### config.mk
export PLATFORM = sky130hd
export DESIGN_NAME = stree_ctrl
export DESIGN_NICKNAME = d
export VERILOG_FILES = /design/src/stree_pkg.sv /design/src/stree_ctrl.sv
export SDC_FILE = /design/constraint.sdc
export NUM_CORES = 1
export LEC_CHECK = 0
export ABC_AREA = 1
export BUFFER_PORTS_ARGS = -buffer_cell sky130_fd_sc_hd__buf_2
export CORE_AREA = 5 5 42 44
export DETAILED_ROUTE_END_ITERATION = 8
export DIE_AREA = 0 0 47 49
export GPL_ROUTABILITY_DRIVEN = 0
export GPL_TIMING_DRIVEN = 0
export HOLD_SLACK_MARGIN = 0.06
export PLACE_DENSITY = 0.56
export SLEW_MARGIN = 0
export SYNTH_ARGS = -nofsm -noshare
export SYNTH_HDL_FRONTEND = slang
export SYNTH_SLANG_ARGS = --single-unit
### constraint.sdc
create_clock -name clock -period 1.55 [get_ports clock]
set_input_delay 0.0775 -clock clock [delete_from_list [all_inputs] [get_ports clock]]
set_output_delay 0.0775 -clock clock [all_outputs]
set_load 0.005 [all_outputs]
### src/stree_pkg.sv
// Shared constants and controller/datapath interface types for the segment tree range sum block.
// No dependencies.
`default_nettype none

package stree_pkg;

   localparam int unsigned LEAVES_DEFAULT = 1024;
   localparam int unsigned ELEM_W = 11;
   localparam int unsigned POS_W = 10;
   localparam int unsigned DATA_W = 32;
   localparam logic [ELEM_W-1:0] ELEM_COUNT_RESET = 11'd1024;

   localparam logic OP_UPDATE = 1'b0;
   localparam logic OP_QUERY = 1'b1;

   typedef struct packed {
      logic load;
      logic clear_write;
      logic node_write;
      logic climb;
      logic read_lo;
      logic step_hi;
      logic respond;
   } cmd_type;

   typedef struct packed {
      logic clear_done;
      logic op;
      logic bad;
      logic empty;
      logic root;
      logic lo_lt_hi;
   } status_type;

endpackage

`default_nettype wire

### src/stree_ctrl.sv
// Controller of the segment tree: clearing pass, update climb and query walk sequencing.
// Depends on stree_pkg.
`default_nettype none

module stree_ctrl (
   input  wire logic                   clock,
   input  wire logic                   reset,
   input  wire logic                   req_valid,
   output logic                        req_stall,
   output logic                        rsp_valid,
   input  wire logic                   rsp_stall,
   output stree_pkg::cmd_type          cmd,
   input  wire stree_pkg::status_type  status
);

   typedef enum logic [2:0] {
      ST_CLEAR,
      ST_IDLE,
      ST_DISPATCH,
      ST_WRITE,
      ST_CLIMB,
      ST_QLO,
      ST_QHI,
      ST_RESP
   } state_type;

   state_type state_ff, state_in;
   logic      rsp_valid_ff, rsp_valid_in;
   logic      out_free;

   assign out_free = !rsp_valid_ff || !rsp_stall;

   always_comb begin
      state_in = state_ff;
      cmd = '0;
      rsp_valid_in = rsp_valid_ff && rsp_stall;
      case (state_ff)
         ST_CLEAR: begin
            cmd.clear_write = 1'b1;
            if (status.clear_done) begin
               state_in = ST_IDLE;
            end
         end
         ST_IDLE: begin
            if (req_valid) begin
               cmd.load = 1'b1;
               state_in = ST_DISPATCH;
            end
         end
         ST_DISPATCH: begin
            if (status.op == stree_pkg::OP_UPDATE) begin
               state_in = status.bad ? ST_RESP : ST_WRITE;
            end else begin
               state_in = status.empty ? ST_RESP : ST_QLO;
            end
         end
         ST_WRITE: begin
            cmd.node_write = 1'b1;
            state_in = status.root ? ST_RESP : ST_CLIMB;
         end
         ST_CLIMB: begin
            cmd.climb = 1'b1;
            state_in = ST_WRITE;
         end
         ST_QLO: begin
            if (status.lo_lt_hi) begin
               cmd.read_lo = 1'b1;
               state_in = ST_QHI;
            end else begin
               state_in = ST_RESP;
            end
         end
         ST_QHI: begin
            cmd.step_hi = 1'b1;
            state_in = ST_QLO;
         end
         ST_RESP: begin
            if (out_free) begin
               cmd.respond = 1'b1;
               rsp_valid_in = 1'b1;
               state_in = ST_IDLE;
            end
         end
         default: begin
            state_in = ST_IDLE;
         end
      endcase
   end

   always_ff @(posedge clock) begin
      if (reset) begin
         state_ff <= ST_CLEAR;
         rsp_valid_ff <= 1'b0;
      end else begin
         state_ff <= state_in;
         rsp_valid_ff <= rsp_valid_in;
      end
   end

   assign req_stall = state_ff != ST_IDLE;
   assign rsp_valid = rsp_valid_ff;

   a_rsp_from_resp: assert property (@(posedge clock) disable iff (reset)
      $rose(rsp_valid_ff) |-> $past(state_ff == ST_RESP))
      else $error("result word raised outside the respond state");

   a_clear_ends: assert property (@(posedge clock) disable iff (reset)
      (state_ff == ST_CLEAR && status.clear_done) |=> state_ff == ST_IDLE)
      else $error("clearing pass did not end at the last node");

   a_reject_skips_tree: assert property (@(posedge clock) disable iff (reset)
      (state_ff == ST_DISPATCH && status.op == stree_pkg::OP_UPDATE && status.bad)
      |=> state_ff == ST_RESP)
      else $error("rejected update touched the tree");

endmodule

`default_nettype wire

==> results of run 1 <==
[metal layers]
metal  vias to the layer above  global-route usage, %  wire length (um)
met5                         -                      0                 0
met3                         3                   1.11                66
met4                         0                   8.29                29
met1                       166                   11.2               368
met2                        14                   12.4               376
li1                        231                      -                 -
[synthesized netlist by cell type, drive strengths merged]
| library cell | instances |
|---|---|
| buf | 1 |
| nand2 | 16 |
| o211ai | 1 |
| dfxtp | 4 |
| inv | 14 |
| nand4 | 1 |
| nor2 | 12 |
| clkinv | 1 |
| a21oi | 2 |
| nand3 | 7 |
| o21ai | 1 |
| nand3b | 2 |
[through the flow]
stage | total power, mW | area [um2] | hold slack [ps] | setup WS (ps)
floorplan | 0.218 | 355 | 140 | 554
global placement | 0.261 | 465 | 269 | 445
detailed placement | 0.262 | 465 | 268 | 450
CTS | 0.399 | 498 | 106 | 359
global route | 0.423 | 498 | 122 | 261
finish | 0.388 | 498 | 111 | 375
[worst max-delay path: stages (launching register included)]
cell	delay, ps
dfxtp_1	420
inv_2	100
nor2_4	110
nand2_1	70
inv_1	50
buf_2	100
[sequential cells by signal, summed over array words and instances, names as in the netlist]
register   cells
rsp_valid      1
state_ff       3
[layout make-up]
| class | instances | area, um2 |
|---|---|---|
| fill | 172 | 903 |
| sequential | 4 | 80.1 |
| multi-input combinational | 42 | 210 |
| timing repair buffer | 19 | 100 |
| tap | 16 | 20.0 |
| inverter | 15 | 57.6 |
| buffer | 1 | 7.51 |
| clock buffer | 3 | 22.5 |
[path summary, 6_finish.rpt]
check | from | to | slack, ps | depth (start not counted)
setup / recovery | state_ff[1]$_SDFFE_PP0P_ | cmd[1] | 370 | 5
hold / removal | rsp_stall | rsp_valid$_SDFF_PP0_ | 110 | 3
setup reg to reg | state_ff[2]$_SDFFE_PP0P_ | state_ff[0]$_SDFFE_PP0P_ | 450 | 7
hold reg to reg | rsp_valid$_SDFF_PP0_ | rsp_valid$_SDFF_PP0_ | 480 | 2
[cells by family (layout without fill, tap and decap cells)]
family | Yosys count | count (layout) | share of synthesized area (%)
and+or+nand+nor | 38 | 38 | 51.8
buffers and inverters | 16 | 38 | 18.3
AOI/OAI and AO/OA | 4 | 4 | 7.39
DFF | 4 | 4 | 22.5
[power by group]
group	switching [mW]	total [mW]	internal (mW)
clock	0.0404	0.127	0.0864
sequential	0.00667	0.119	0.112
combinational	0.0809	0.142	0.0612
total	0.128	0.388	0.260
==> summary.txt, run 1 <==
Run status
  – Status: finished clean

Clock tree
  – Gates resized, CTS repair: 0
  – Clock tree sinks: 4
  – Clock-pin transition on the worst setup and hold timing paths: 40 ps
  – TritonCTS buffer count: 3
  – H-tree depth: 1
  – CTS tree: built
  – Clock Path Buffers: 2
  – Root buffer cell: clkbuf_4
  – Post-CTS Hold Buffers: 1
  – Post-CTS Setup Bufs: 0
  – Clock Latency Late Sink: 230 ps

Worst setup path
  – Worst EP required: 1470 ps
  – Nature of the critical path endpoint: output pin
  – Crit Path Class: reg2out
  – Crit path DAT: about 1100 ps
  – Worst setup SP type: flip-flop
  – Crit-path max FO: 6

Hold path
  – Min-delay worst type: in2reg

Detailed routing
  – DR DRC count: 0
  – First drt pass iteration count: 1
  – Final WL: ~840 um
  – Vias: 414
  – Drt wl/cell: 8.40 um
  – Drt via density: 4.14
  – DRT antenna net count: 0
  – Initial drt markers: 0

Floorplan
  – Die X: 47 um
  – Die height: 49 um
  – Core area: around 1400 um2
  – I/O pin total: 19
  – Die ar.: around 2300 um2
  – FP Rows: 14
  – Initial Util: 25.4%

GRT
  – Gr usage total: 8.94%
  – Gr ovfl total: 0
  – First-pass GRT wire length: between 1000 and 1500 um
  – Vias in the first global route: around 380
  – Initial antenna violation count: 0
  – Largest net degree at the start of global routing: 10

STA
  – Fmax: between 800 and 900 MHz
  – Tmin final: 1180 ps
  – Final Hold Fails: 0
  – RSZ-0062 raised after global routing: no
  – Worst slew pin tran: 217 ps
  – Slew Limit Fails: 0
  – Fin crit share: between 70% and 80%
  – Rel. slew slack: 85.5%
  – Clock Skews: 1.00 ps
  – Final TNS setup: 0 ps
  – Final setup fails: 0

Layout
  – Fin nets: 96
  – Finished Core Util: 35.5%
  – Commonest non-fill, non-tap cell in the layout: buf_2
  – Area Growth Syn to Fin: 40.1%
  – Ratio of cells with drive above 1 in the final layout: 39.3%
  – Non-filler cells, final: 100
  – Most frequent cells in the layout: buf_2, nand2_1, inv_1, nor2_1, nand3_1
  – # diodes: 0

Yosys
  – Syn Nets: 72
  – Gate Count Post-Synth: 62
  – Largest cells by area after synthesis: dfxtp_1, nand2_1, inv_1, nand3_1, nor2_1
  – Synthesis Warnings: 0
  – Syn Std Cell Area: 355 um2
  – Seq cells post-synth: 4
  – Post-synth cell types: 18
  – Mean Syn Cell Area: about 5.7 um2
  – Largest area contributor in the netlist: dfxtp_1
  – Synth top area share: between 20% and 30%
  – Seq/Total Area, Yosys: around 23%

Power
  – P_leak: 0.320 nW
  – Pwr per Cell Area: 778 nW/um2
  – Max rail drop VDD: 0.331 mV

Placement
  – HPWL Detailed: roughly 730 um
  – IO buf count: 18
  – Dpl cells: 96

Run
  – Max-Cap Viols: 0
(Power assumes the default switching activity.)
==> run 2, diff against run 1 <==
--- a/config.mk
+++ b/config.mk
@@ -13,7 +13,7 @@
 export GPL_ROUTABILITY_DRIVEN = 0
 export GPL_TIMING_DRIVEN = 0
 export HOLD_SLACK_MARGIN = 0.06
-export PLACE_DENSITY = 0.56
+export PLACE_DENSITY = 0.58
 export SLEW_MARGIN = 0
 export SYNTH_ARGS = -nofsm -noshare
 export SYNTH_HDL_FRONTEND = slang
==> constraint.sdc (replaced) <==
create_clock -name clock -period 1 [get_ports clock]
set_input_delay 0.05 -clock clock [delete_from_list [all_inputs] [get_ports clock]]
set_output_delay 0.05 -clock clock [all_outputs]
set_load 0.005 [all_outputs]
==> summary.txt, run 2 (synthesis results as in run 1) <==
Run status
  – Status: complete, but fails checks
  – Failing checks: negative setup slack

GRT
  – Largest net degree at the start of global routing: 9
  – M2 GR Usage: 14.5%
  – Initial antenna violation count: 0
  – Vias in the first global route: 427
  – M1 GR Usage: 12.1%
  – Gr usage total: under 10%
  – GRT met3 Usage: 1.11%
  – First-pass GRT wire length: 1640 um
  – Most crowded layer after global routing: met2
  – Gr ovfl total: 0

Clock tree
  – TritonCTS buffer count: 3
  – Clock Latency Late Sink: between 200 and 250 ps
  – H-tree depth: 1
  – CTS tree: built
  – Clock Path Buffers: 2
  – Clock-pin transition on the worst setup and hold timing paths: 30 ps
  – Clock tree sinks: 4
  – Root buffer cell: clkbuf_4

STA
  – Slew Limit Fails: 0
  – Min Hold Slack: around 100 ps
  – Fin crit share: 107%
  – Fin worst setup slack: -69.6 ps
  – Clock Skews: 0.983 ps
  – Final setup fails: 9
  – Final Hold Fails: 0
  – Rel. slew slack: 86.8%
  – RSZ-0062 raised after global routing: yes
  – Worst slew pin tran: 197 ps
  – Fmax: 935 MHz
  – Tmin final: about 1100 ps

Detailed routing
  – Vias: roughly 450
  – DR DRC count: 0
  – First drt pass iteration count: 4
  – Drt via density: 4.35
  – DRT antenna net count: 0
  – Final WL: between 900 and 1000 um
  – Initial drt markers: 5
  – Drt wl/cell: 9.36 um

Layout
  – Filler cells: ~160
  – Reg area: ~89 um2
  – # diodes: 0
  – Commonest non-fill, non-tap cell in the layout: buf_2
  – Largest reg by FF count: state_ff
  – Max FFs per register: 3
  – Multi-input gate area: 233 um2
  – Most frequent cells in the layout: buf_2, nand2_1, inv_1, nor2_1
  – Ratio of cells with drive above 1 in the final layout: 51.7%
  – Area Growth Syn to Fin: 60.2%
  – Fin nets: 99

Worst setup path
  – Crit Path Class: reg2out
  – Crit-path max FO: 6
  – Reg-to-reg slack, setup: -50 ps
  – Crit path DAT: 1020 ps
  – Worst EP required: 950 ps
  – Worst setup SP type: flip-flop
  – Nature of the critical path endpoint: output pin

Floorplan
  – Die height: 49 um
  – Core area: 1400 um2
  – Die X: around 47 um
  – Die ar.: 2300 um2
  – FP Rows: 14
  – I/O pin total: 19
  – Initial Util: 25.4%

Hold path
  – Min-delay worst type: in2reg

Power
  – Tot Pwr: 650 uW
  – Max rail drop VDD: roughly 0.54 mV
  – Pwr per Cell Area: 1140 nW/um2
  – P_leak: 0.340 nW

Placement
  – IO buf count: 18
  – Dpl ws: -103 ps
  – HPWL Detailed: 716 um

Run
  – Max-Cap Viols: 0
run 2: cell type report:
class | instances | area share (%)
Timing Repair Buffer | 22 | 22.6
Inverter | 15 | 11.4
Sequential cell | 4 | 15.6
Buffer | 1 | 1.98
Tap cell | 16 | 3.52
Multi-Input combinational cell | 42 | 40.9
Clock buffer | 3 | 3.96
run 2: worst max-delay path, cell delays in order, from the launching register on:
cell and delay, ps:
dfxtp_4 390, inv_4 60, nor2_4 130, nand2_2 60
inv_1 40, buf_2 100
run 2: layer usage:
layer	up-vias	share of wire [%]
met4	0	2.4
li1	240	-
met5	-	0
met3	4	7.2
met2	21	47
met1	183	44
run 2: path summary, 6_finish.rpt:
path / startpoint / end / depth (start not counted)
min: rsp_stall / rsp_valid$_SDFF_PP0_ / 3
max reg2reg: state_ff[0]$_SDFFE_PP0P_ / state_ff[1]$_SDFFE_PP0P_ / 7
max: state_ff[1]$_SDFFE_PP0P_ / cmd[1] / 5
min reg2reg: rsp_valid$_SDFF_PP0_ / rsp_valid$_SDFF_PP0_ / 2
run 2: repair_timing:
action	CTS	global route
hold buffers	1	0
resized for setup	15	3
buffers inserted	2	0
hold endpoints to repair	2	0
endpoints found under the setup margin	11	11
cloned	1	0
pin swaps	1	0
run 2: stage by stage:
step           instances  util [%]  TNS (ps)  instance area, um2
2_1_floorplan         62         -         0                 355
3_3_place_gp          96      33.2      -226                 465
3_5_place_dp          96      33.2      -229                 465
4_1_cts              103      40.0      -481                 561
5_1_grt              103      40.6     -1130                 569
6_report             103      40.6      -450                 569
run 2: where the power goes:
part	internal, mW	switching, mW	leakage [nW]
registers	0.174	0.0204	0.0344
clock network	0.134	0.0593	0.0138
logic	0.121	0.142	0.292
